$ cat src/rtl/nmms_pkg.sv
`default_nettype none
// ----------------------------------------------------------------------------
// nmms_pkg
// Shared sizes, request types and arithmetic helpers for the mixture
// statistics block.
// ----------------------------------------------------------------------------
package nmms_pkg;

   localparam int MAX_CLUSTERS = 8;
   localparam int MAX_DIMS     = 16;
   localparam int NUM_CELLS    = MAX_CLUSTERS * MAX_DIMS;

   localparam int ADDR_W = (NUM_CELLS > 1) ? $clog2(NUM_CELLS) : 1;
   localparam int BC_W   = (MAX_CLUSTERS > 1) ? $clog2(MAX_CLUSTERS) : 1;
   localparam int BD_W   = (MAX_DIMS > 1) ? $clog2(MAX_DIMS) : 1;
   localparam int KC_W   = $clog2(MAX_CLUSTERS + 1);
   localparam int KD_W   = $clog2(MAX_DIMS + 1);

   localparam int MODE_W  = 2;
   localparam int CL_W    = 3;
   localparam int EL_W    = 4;
   localparam int VAL_W   = 16;
   localparam int NCFG_W  = 4;
   localparam int DCFG_W  = 5;
   localparam int CSR_W   = 5;
   localparam int CSRI_W  = 1;

   localparam int SQ_W    = 32;
   localparam int DIST_W  = 40;
   localparam int VSUM_W  = 48;
   localparam int CNT_W   = 24;
   localparam int VAR_W   = 32;
   localparam int WT_W    = 17;
   localparam int FRAC_W  = 16;

   localparam logic [CSRI_W-1:0] CSR_CLUSTERS = 1'd0;
   localparam logic [CSRI_W-1:0] CSR_DIMS     = 1'd1;

   typedef enum logic [MODE_W-1:0] {
      MODE_LOAD   = 2'd0,
      MODE_SAMPLE = 2'd1,
      MODE_READ   = 2'd2,
      MODE_CLEAR  = 2'd3
   } mode_type;

   typedef struct packed {
      mode_type                 mode;
      logic [CL_W-1:0]          cl;
      logic [EL_W-1:0]          el;
      logic signed [VAL_W-1:0]  value;
      logic                     last;
   } req_type;

   typedef struct packed {
      logic              we;
      logic [CSRI_W-1:0] index;
      logic [CSR_W-1:0]  wdata;
   } csr_write_type;

   function automatic logic [ADDR_W-1:0] cell_addr(int unsigned c, int unsigned d);
      return ADDR_W'(c * MAX_DIMS + d);
   endfunction

   function automatic logic [SQ_W-1:0] sq_diff(logic signed [VAL_W-1:0] a,
                                                logic signed [VAL_W-1:0] b);
      logic signed [VAL_W:0] d;
      logic [VAL_W:0]        m;
      d = VAL_W'(0) + {a[VAL_W-1], a} - {b[VAL_W-1], b};
      m = d[VAL_W] ? (~d + 1'b1) : d;
      return m[VAL_W-1:0] * m[VAL_W-1:0];
   endfunction

endpackage
`default_nettype wire

$ cat src/rtl/nmms_if.sv
`default_nettype none
// ----------------------------------------------------------------------------
// nmms_req_if / nmms_rsp_if
// Valid/ready channels for requests and results.
// ----------------------------------------------------------------------------
interface nmms_req_if;
   logic                 valid;
   logic                 ready;
   logic [1:0]           mode;
   logic [2:0]           cluster_index;
   logic [3:0]           element_index;
   logic signed [15:0]   value;
   logic                 last_element;
   modport source (output valid, mode, cluster_index, element_index, value,
                   last_element, input ready);
   modport sink (input valid, mode, cluster_index, element_index, value,
                 last_element, output ready);
endinterface

`default_nettype wire

$ cat src/rtl/nmms_front.sv
`default_nettype none
// ----------------------------------------------------------------------------
// nmms_front
// Accepts requests, decodes the mode and queues them for the back end.
// ----------------------------------------------------------------------------
module nmms_front (
   input  wire logic          clock,
   input  wire logic          reset,
   nmms_req_if.sink           req_chan,
   output nmms_pkg::req_type  q_req,
   output logic               q_valid,
   input  wire logic          q_pop
);
   import nmms_pkg::*;

   req_type    entry_ff [2];
   logic       wp_ff, wp_in, rp_ff, rp_in;
   logic [1:0] fill_ff, fill_in;
   logic       push;
   req_type    dec;

   assign req_chan.ready = (fill_ff != 2'd2);
   assign push    = req_chan.valid && req_chan.ready;
   assign q_valid = (fill_ff != 2'd0);
   assign q_req   = entry_ff[rp_ff];

   always_comb begin
      case (req_chan.mode)
         MODE_LOAD:   dec.mode = MODE_LOAD;
         MODE_SAMPLE: dec.mode = MODE_SAMPLE;
         MODE_READ:   dec.mode = MODE_READ;
         default:     dec.mode = MODE_CLEAR;
      endcase
      dec.cl    = req_chan.cluster_index;
      dec.el    = req_chan.element_index;
      dec.value = req_chan.value;
      dec.last  = req_chan.last_element;
   end

   always_comb begin
      wp_in   = wp_ff ^ push;
      rp_in   = rp_ff ^ (q_pop && q_valid);
      fill_in = fill_ff + {1'b0, push} - {1'b0, q_pop && q_valid};
   end

   always_ff @(posedge clock) begin
      if (push) begin
         entry_ff[wp_ff] <= dec;
      end
      if (reset) begin
         wp_ff   <= 1'b0;
         rp_ff   <= 1'b0;
         fill_ff <= 2'd0;
      end else begin
         wp_ff   <= wp_in;
         rp_ff   <= rp_in;
         fill_ff <= fill_in;
      end
   end
endmodule
`default_nettype wire

$ cat src/flat_wrapper.sv
// flat-port wrapper written by rule: the top's interface ports become plain ports
module nmms_front_flat import nmms_pkg::*;
  (clock, reset, q_req, q_valid, q_pop, req_chan_valid, req_chan_mode, req_chan_cluster_index, req_chan_element_index, req_chan_value, req_chan_last_element, req_chan_ready);
  nmms_req_if req_chan_i ();
  input  wire logic clock;
  input  wire logic reset;
  output nmms_pkg::req_type q_req;
  output logic q_valid;
  input  wire logic q_pop;
  input wire logic [$bits(req_chan_i.valid)-1:0] req_chan_valid;
  input wire logic [$bits(req_chan_i.mode)-1:0] req_chan_mode;
  input wire logic [$bits(req_chan_i.cluster_index)-1:0] req_chan_cluster_index;
  input wire logic [$bits(req_chan_i.element_index)-1:0] req_chan_element_index;
  input wire logic [$bits(req_chan_i.value)-1:0] req_chan_value;
  input wire logic [$bits(req_chan_i.last_element)-1:0] req_chan_last_element;
  output wire logic [$bits(req_chan_i.ready)-1:0] req_chan_ready;
  assign req_chan_i.valid = req_chan_valid;
  assign req_chan_i.mode = req_chan_mode;
  assign req_chan_i.cluster_index = req_chan_cluster_index;
  assign req_chan_i.element_index = req_chan_element_index;
  assign req_chan_i.value = req_chan_value;
  assign req_chan_i.last_element = req_chan_last_element;
  assign req_chan_ready = req_chan_i.ready;
  nmms_front u_core (.clock(clock), .reset(reset), .req_chan(req_chan_i), .q_req(q_req), .q_valid(q_valid), .q_pop(q_pop));
endmodule
$ cat config.mk
export PLATFORM = sky130hd
export DESIGN_NAME = nmms_front_flat
export DESIGN_NICKNAME = d
export VERILOG_FILES = /design/src/rtl/nmms_pkg.sv /design/src/rtl/nmms_if.sv /design/src/rtl/nmms_front.sv /design/src/flat_wrapper.sv
export SDC_FILE = /design/constraint.sdc
export NUM_CORES = 1
export LEC_CHECK = 0
export ABC_AREA = 0
export BUFFER_PORTS_ARGS = -buffer_cell sky130_fd_sc_hd__buf_2
export CORE_ASPECT_RATIO = 1.4
export CORE_MARGIN = 5
export CORE_UTILIZATION = 50
export CTS_BUF_LIST = sky130_fd_sc_hd__clkbuf_2 sky130_fd_sc_hd__clkbuf_4 sky130_fd_sc_hd__clkbuf_8
export DETAILED_ROUTE_END_ITERATION = 6
export PLACE_DENSITY = 0.78
export SLEW_MARGIN = 20
export SYNTH_ARGS = -nofsm -noshare
export SYNTH_HDL_FRONTEND = slang
export SYNTH_SLANG_ARGS = --single-unit
export TNS_END_PERCENT = 10
$ cat constraint.sdc
create_clock -name clock -period 2.7 [get_ports clock]
set_input_delay 0.27 -clock clock [delete_from_list [all_inputs] [get_ports clock]]
set_output_delay 0.27 -clock clock [all_outputs]
set_load 0.02 [all_outputs]
# Word level (Yosys, flattened, before mapping)
# Memory sizes are Yosys's and may differ from the RTL's. A register that Yosys moved wholly into a read port is not among the register bits.
# Index checks and enable logic that the tools add are counted.
# Widths: inputs -> output; s select.
# op_classes
bitwise,2
eq_ne,3
n_addsub,2
n_mux,4
n_reduce_logical,4
# op_table
op,n
$pmux 2 s3,1
$mux 1,3
$add 2x1->2,1
$eq 2x1->1 const B,1
$eq 2x2->1 const B,1
$logic_and 1x1->1,2
$logic_not 2->1,1
$ne 2x2->1 const B,1
$reduce_bool 2->1,1
$sub 2x1->2,1
$xor 1x1->1,2
# word_totals
mem_bits_rw,52
word_cells,19
reg_bits,4
input_bits,30
memories,1
output_inout_bits,28
# mem_list
name,depth,word_bits,read_ports,rd_ports_with_merged_regs,write_ports,line,source
u_core.entry_ff,2,26,1,1,1,nmms_front.sv:16,req_type entry_ff [2];

# Logic depth before layout (Yosys ltp)
# depth
depth_word,4
ltp_mapped,6
mapped_depth_nobuf,6

# Worst setup path after synthesis
# Ideal clock, no wire load.
# synth_path
path_kind,reg2reg
startpoint,register u_core.fill_ff[0]
endpoint,"memory u_core.entry_ff[1][0] (netlist name), enable pin"
t_required_ps,2315
period_less_slack_ps,1864
setup_ps,385
arrival_ps,1479
setup_slack_ps,836
stages_incl_launch_ff,4
path_buffers,0
cell_sequence,dfxtp_1 > nand2b_1 > and2_1 > ha_1
# synth_via
elab_chain_len,4
# synth_rtl
element,line,source
from (decl),nmms_front.sv:18,"logic [1:0] fill_ff, fill_in;"
from (signal assigned),nmms_front.sv:57,fill_ff <= fill_in;
$ne 2x2->1,nmms_front.sv:22,assign req_chan.ready = (fill_ff != 2'd2);
via req_chan_ready,flat_wrapper.sv:16,output wire logic [$bits(req_chan_i.ready)-1:0] req_chan_ready;
$logic_and 1x1->1,nmms_front.sv:23,assign push = req_chan.valid && req_chan.ready;
$mux 1,nmms_front.sv:47,if (push) begin
$mux 1 (implied by the code),nmms_front.sv:48,entry_ff[wp_ff] <= dec;
to (decl),nmms_front.sv:16,
# The timed path passes the listed nets, and every way through them passes these cells.

==> flow_metrics.env <==
export IMPL_status="finished, final reports clean"
export IMPL_mappedNetlistArea_um2=2140
export IMPL_synth_top_area_share=0.731
export IMPL_numPortBuffers=57
export IMPL_ys_seq_elements=56
export IMPL_tns_ns=0
export IMPL_synth_compound_area_share=0.00351
export IMPL_overflow=0
export IMPL_final_common_cell="buf_2"
export IMPL_postSynthCellCount=105
export IMPL_min_period_over_period=0.732
export IMPL_hold_viol=0
export IMPL_row_count=28
export IMPL_cp_slowest_cell="dfxtp_1"
export IMPL_worst_slew_pin_slew_ns=0.323
export IMPL_cts_made_buffers=5
export IMPL_routedWlPerCell_um=16.4
export IMPL_io_pin_count=58
export IMPL_dr_pass1_iters=4
export IMPL_r2r_start="u_core.fill_ff[0]$_SDFF_PP0_"
export IMPL_clk_pin_slew_ns=0.09
export IMPL_ys_warn_count=0
export IMPL_hpwl_um=2660
export IMPL_min_period_ns=1.98
export IMPL_critPathKind="flop to output port"
export IMPL_gp_congestion=0.643
export IMPL_timing_rr_end="u_core.entry_ff[0][3]$_DFFE_PP_"
export IMPL_critPathArrivalTime_ns=1.71
export IMPL_dieArea_um2=5700
export IMPL_hold_path_class="input port to flop"
export IMPL_p_total_mw=2.44
export IMPL_maxCapViolations=0
export IMPL_cts_setup_buffers=0
export IMPL_syn_nets=139
export IMPL_cp_slowest_stage_delay_ns=0.52
export IMPL_synthTopCellsByArea="edfxtp_1 (73%), mux2_2 (14%), dfxtp_1 (3.7%), ha_1 (2.3%), xnor3_1 (1.1%)"
export IMPL_min_from="req_chan_element_index[3]"
export IMPL_n_antenna_cell=0
export IMPL_drive_above_1_share=0.576
export IMPL_dpl_cell_area_um2=2460
export IMPL_die_h_um=87.4
export IMPL_cp_max_fo=21
export IMPL_drt_iter0_drc=33
export IMPL_core_area_um2=4170
export IMPL_cts_tree="built"
export IMPL_clkLatencyLatePin_ns=0.30
export IMPL_synth_adder_area_share=0.0234
export IMPL_fmax_mhz=506
export IMPL_grt_pass1_vias=1254
export IMPL_r2r_slack_ns=1.24
export IMPL_synthMuxAreaShare=0.144
export IMPL_rsz0062_at_grt="false"
export IMPL_grt_pass1_wl_um=5660
export IMPL_p_leak_nw=1.01
export IMPL_synth_area_leader_cell="edfxtp_1"
export IMPL_holdBufCountCts=0
export IMPL_initial_core_util=0.513
export IMPL_cp_end_kind="output port"
export IMPL_ant_nets=0
export IMPL_finalSetupViolCount=0
export IMPL_grt_max_degree=22
export IMPL_cts_sinks=56
export IMPL_synth_top_family_by_area="multiplexers"
export IMPL_synthSimpleGateAreaFrac=0.0199
export IMPL_hold_end="u_core.entry_ff[1][20]$_DFFE_PP_"
export IMPL_power_density_nw_per_um2=947
export IMPL_worstPathCellList="buf_4 -> mux2_2 -> buf_2"
export IMPL_cts_root_buf="clkbuf_8"
export IMPL_fin_area_um2=2570
export IMPL_antenna_found_initial=0
export IMPL_grt_use_total=0.137
export IMPL_synth_xor_area_frac=0.0105
export IMPL_seq_area_frac_synth=0.768
export IMPL_start_kind="flop"
export IMPL_required_ns=2.43
export IMPL_skew_ns=0.00568
export IMPL_vias=1091
export IMPL_syn_avg_cell_area_um2=20.4
export IMPL_htreeDepth=2
export IMPL_hold_depth=1
export IMPL_dieWidth_um=65.3
export IMPL_yosysUniqueCellTypes=17
export IMPL_reg2regPathDepth=4
export IMPL_most_common_layout_cells="buf_2 (57), edfxtp_1 (52), mux2_2 (26), clkbuf_8 (5), buf_4 (5)"
export IMPL_slew_viol_final=0
export IMPL_wl_um=3520
export IMPL_syn_to_final_growth_pct=20.4
export IMPL_post_cts_resized=0
export IMPL_timing_hold_ws_ns=0.153
export IMPL_nets=203
export IMPL_ir_worst_vdd_mv=0.493
export IMPL_maxSlewHeadroom=0.784
export IMPL_routed_via_density=5.07
export IMPL_cts_buffer_depth=2
export IMPL_drc_errors=0
[flip-flops by register name, summed over array words and instances (netlist names)]
| name | cells |
|---|---|
| u_core.fill_ff | 2 |
| u_core.entry_ff | 52 |
| u_core.wp_ff | 1 |
| u_core.rp_ff | 1 |
[power breakdown]
part           leakage (nW)  switching [mW]  total [mW]  internal [mW]
clock                0.0586           0.240       0.525          0.285
sequential            0.519          0.0493        1.16           1.11
combinational         0.429           0.424       0.750          0.326
[final cells by class]
type | instances | area (um^2)
fillers | 313 | 1600
well taps | 45 | 56.3
clock inverters | 2 | 35.0
flip-flops and latches | 56 | 1640
clock buffers | 6 | 76.3
inverters | 3 | 11.3
multi-input cells | 41 | 430
repair buffers | 62 | 323
[stage by stage]
| step | setup WS, ns | instances | util |
|---|---|---|---|
| after detailed placement | 1.02 | 207 | 0.591 |
| after CTS | 0.676 | 215 | 0.617 |
| after floorplan | 0.836 | 105 | - |
| after global routing | 0.585 | 215 | 0.617 |
| after global placement | 1.05 | 207 | 0.591 |
| final | 0.724 | 215 | 0.617 |
[Yosys cell counts (all sizes together)]
master and n:
inv 3, nor2b 2, edfxtp 52, buf 3, nand2b 1, or2 1
ha 4, dfxtp 4, and2 1, mux2 27, o21a 1, nor2 3
xnor3 1, clkbuf 2
[logic make-up (layout without fill, tap and decap cells)]
kind of cell | after synthesis | in the layout
buffers and inverters | 8 | 73
AOI/OAI and AO/OA | 1 | 1
and+or+nand+nor | 8 | 8
muxes | 27 | 27
xor gates and xnor gates | 1 | 1
adders and majority gates | 4 | 4
DFF | 56 | 56
[metal layers]
layer  up-vias  routed length, um  share of wire  GRT usage
met5         -                  0              0          0
met2        33               2010           0.57      0.268
met3         5                208          0.059     0.0401
met4         0                 94          0.027     0.0792
li1        524                  -              -          -
met1       529               1210           0.34      0.119
[how the worst max path moves through the flow]
stage | slack (ns) | start | end | cells after the start
floorplan | 0.84 | u_core.fill_ff[0]$_SDFF_PP0_ | u_core.entry_ff[1][0]$_DFFE_PP_ | 3
global placement | 1.05 | u_core.rp_ff$_SDFF_PP0_ | q_req[18] | 3
detailed placement | 1.02 | u_core.rp_ff$_SDFF_PP0_ | q_req[18] | 3
CTS | 0.68 | u_core.rp_ff$_SDFF_PP0_ | q_req[18] | 3
global route | 0.58 | u_core.rp_ff$_SDFF_PP0_ | q_req[18] | 3
finish | 0.72 | u_core.rp_ff$_SDFF_PP0_ | q_req[18] | 3
[worst max-delay path, delay by kind of cell (launching register included)]
kind | cells | cell delay (ns)
buffers and inverters | 2 | 0.51
DFF | 1 | 0.52
muxes | 1 | 0.38
(Power assumes the default switching activity.)
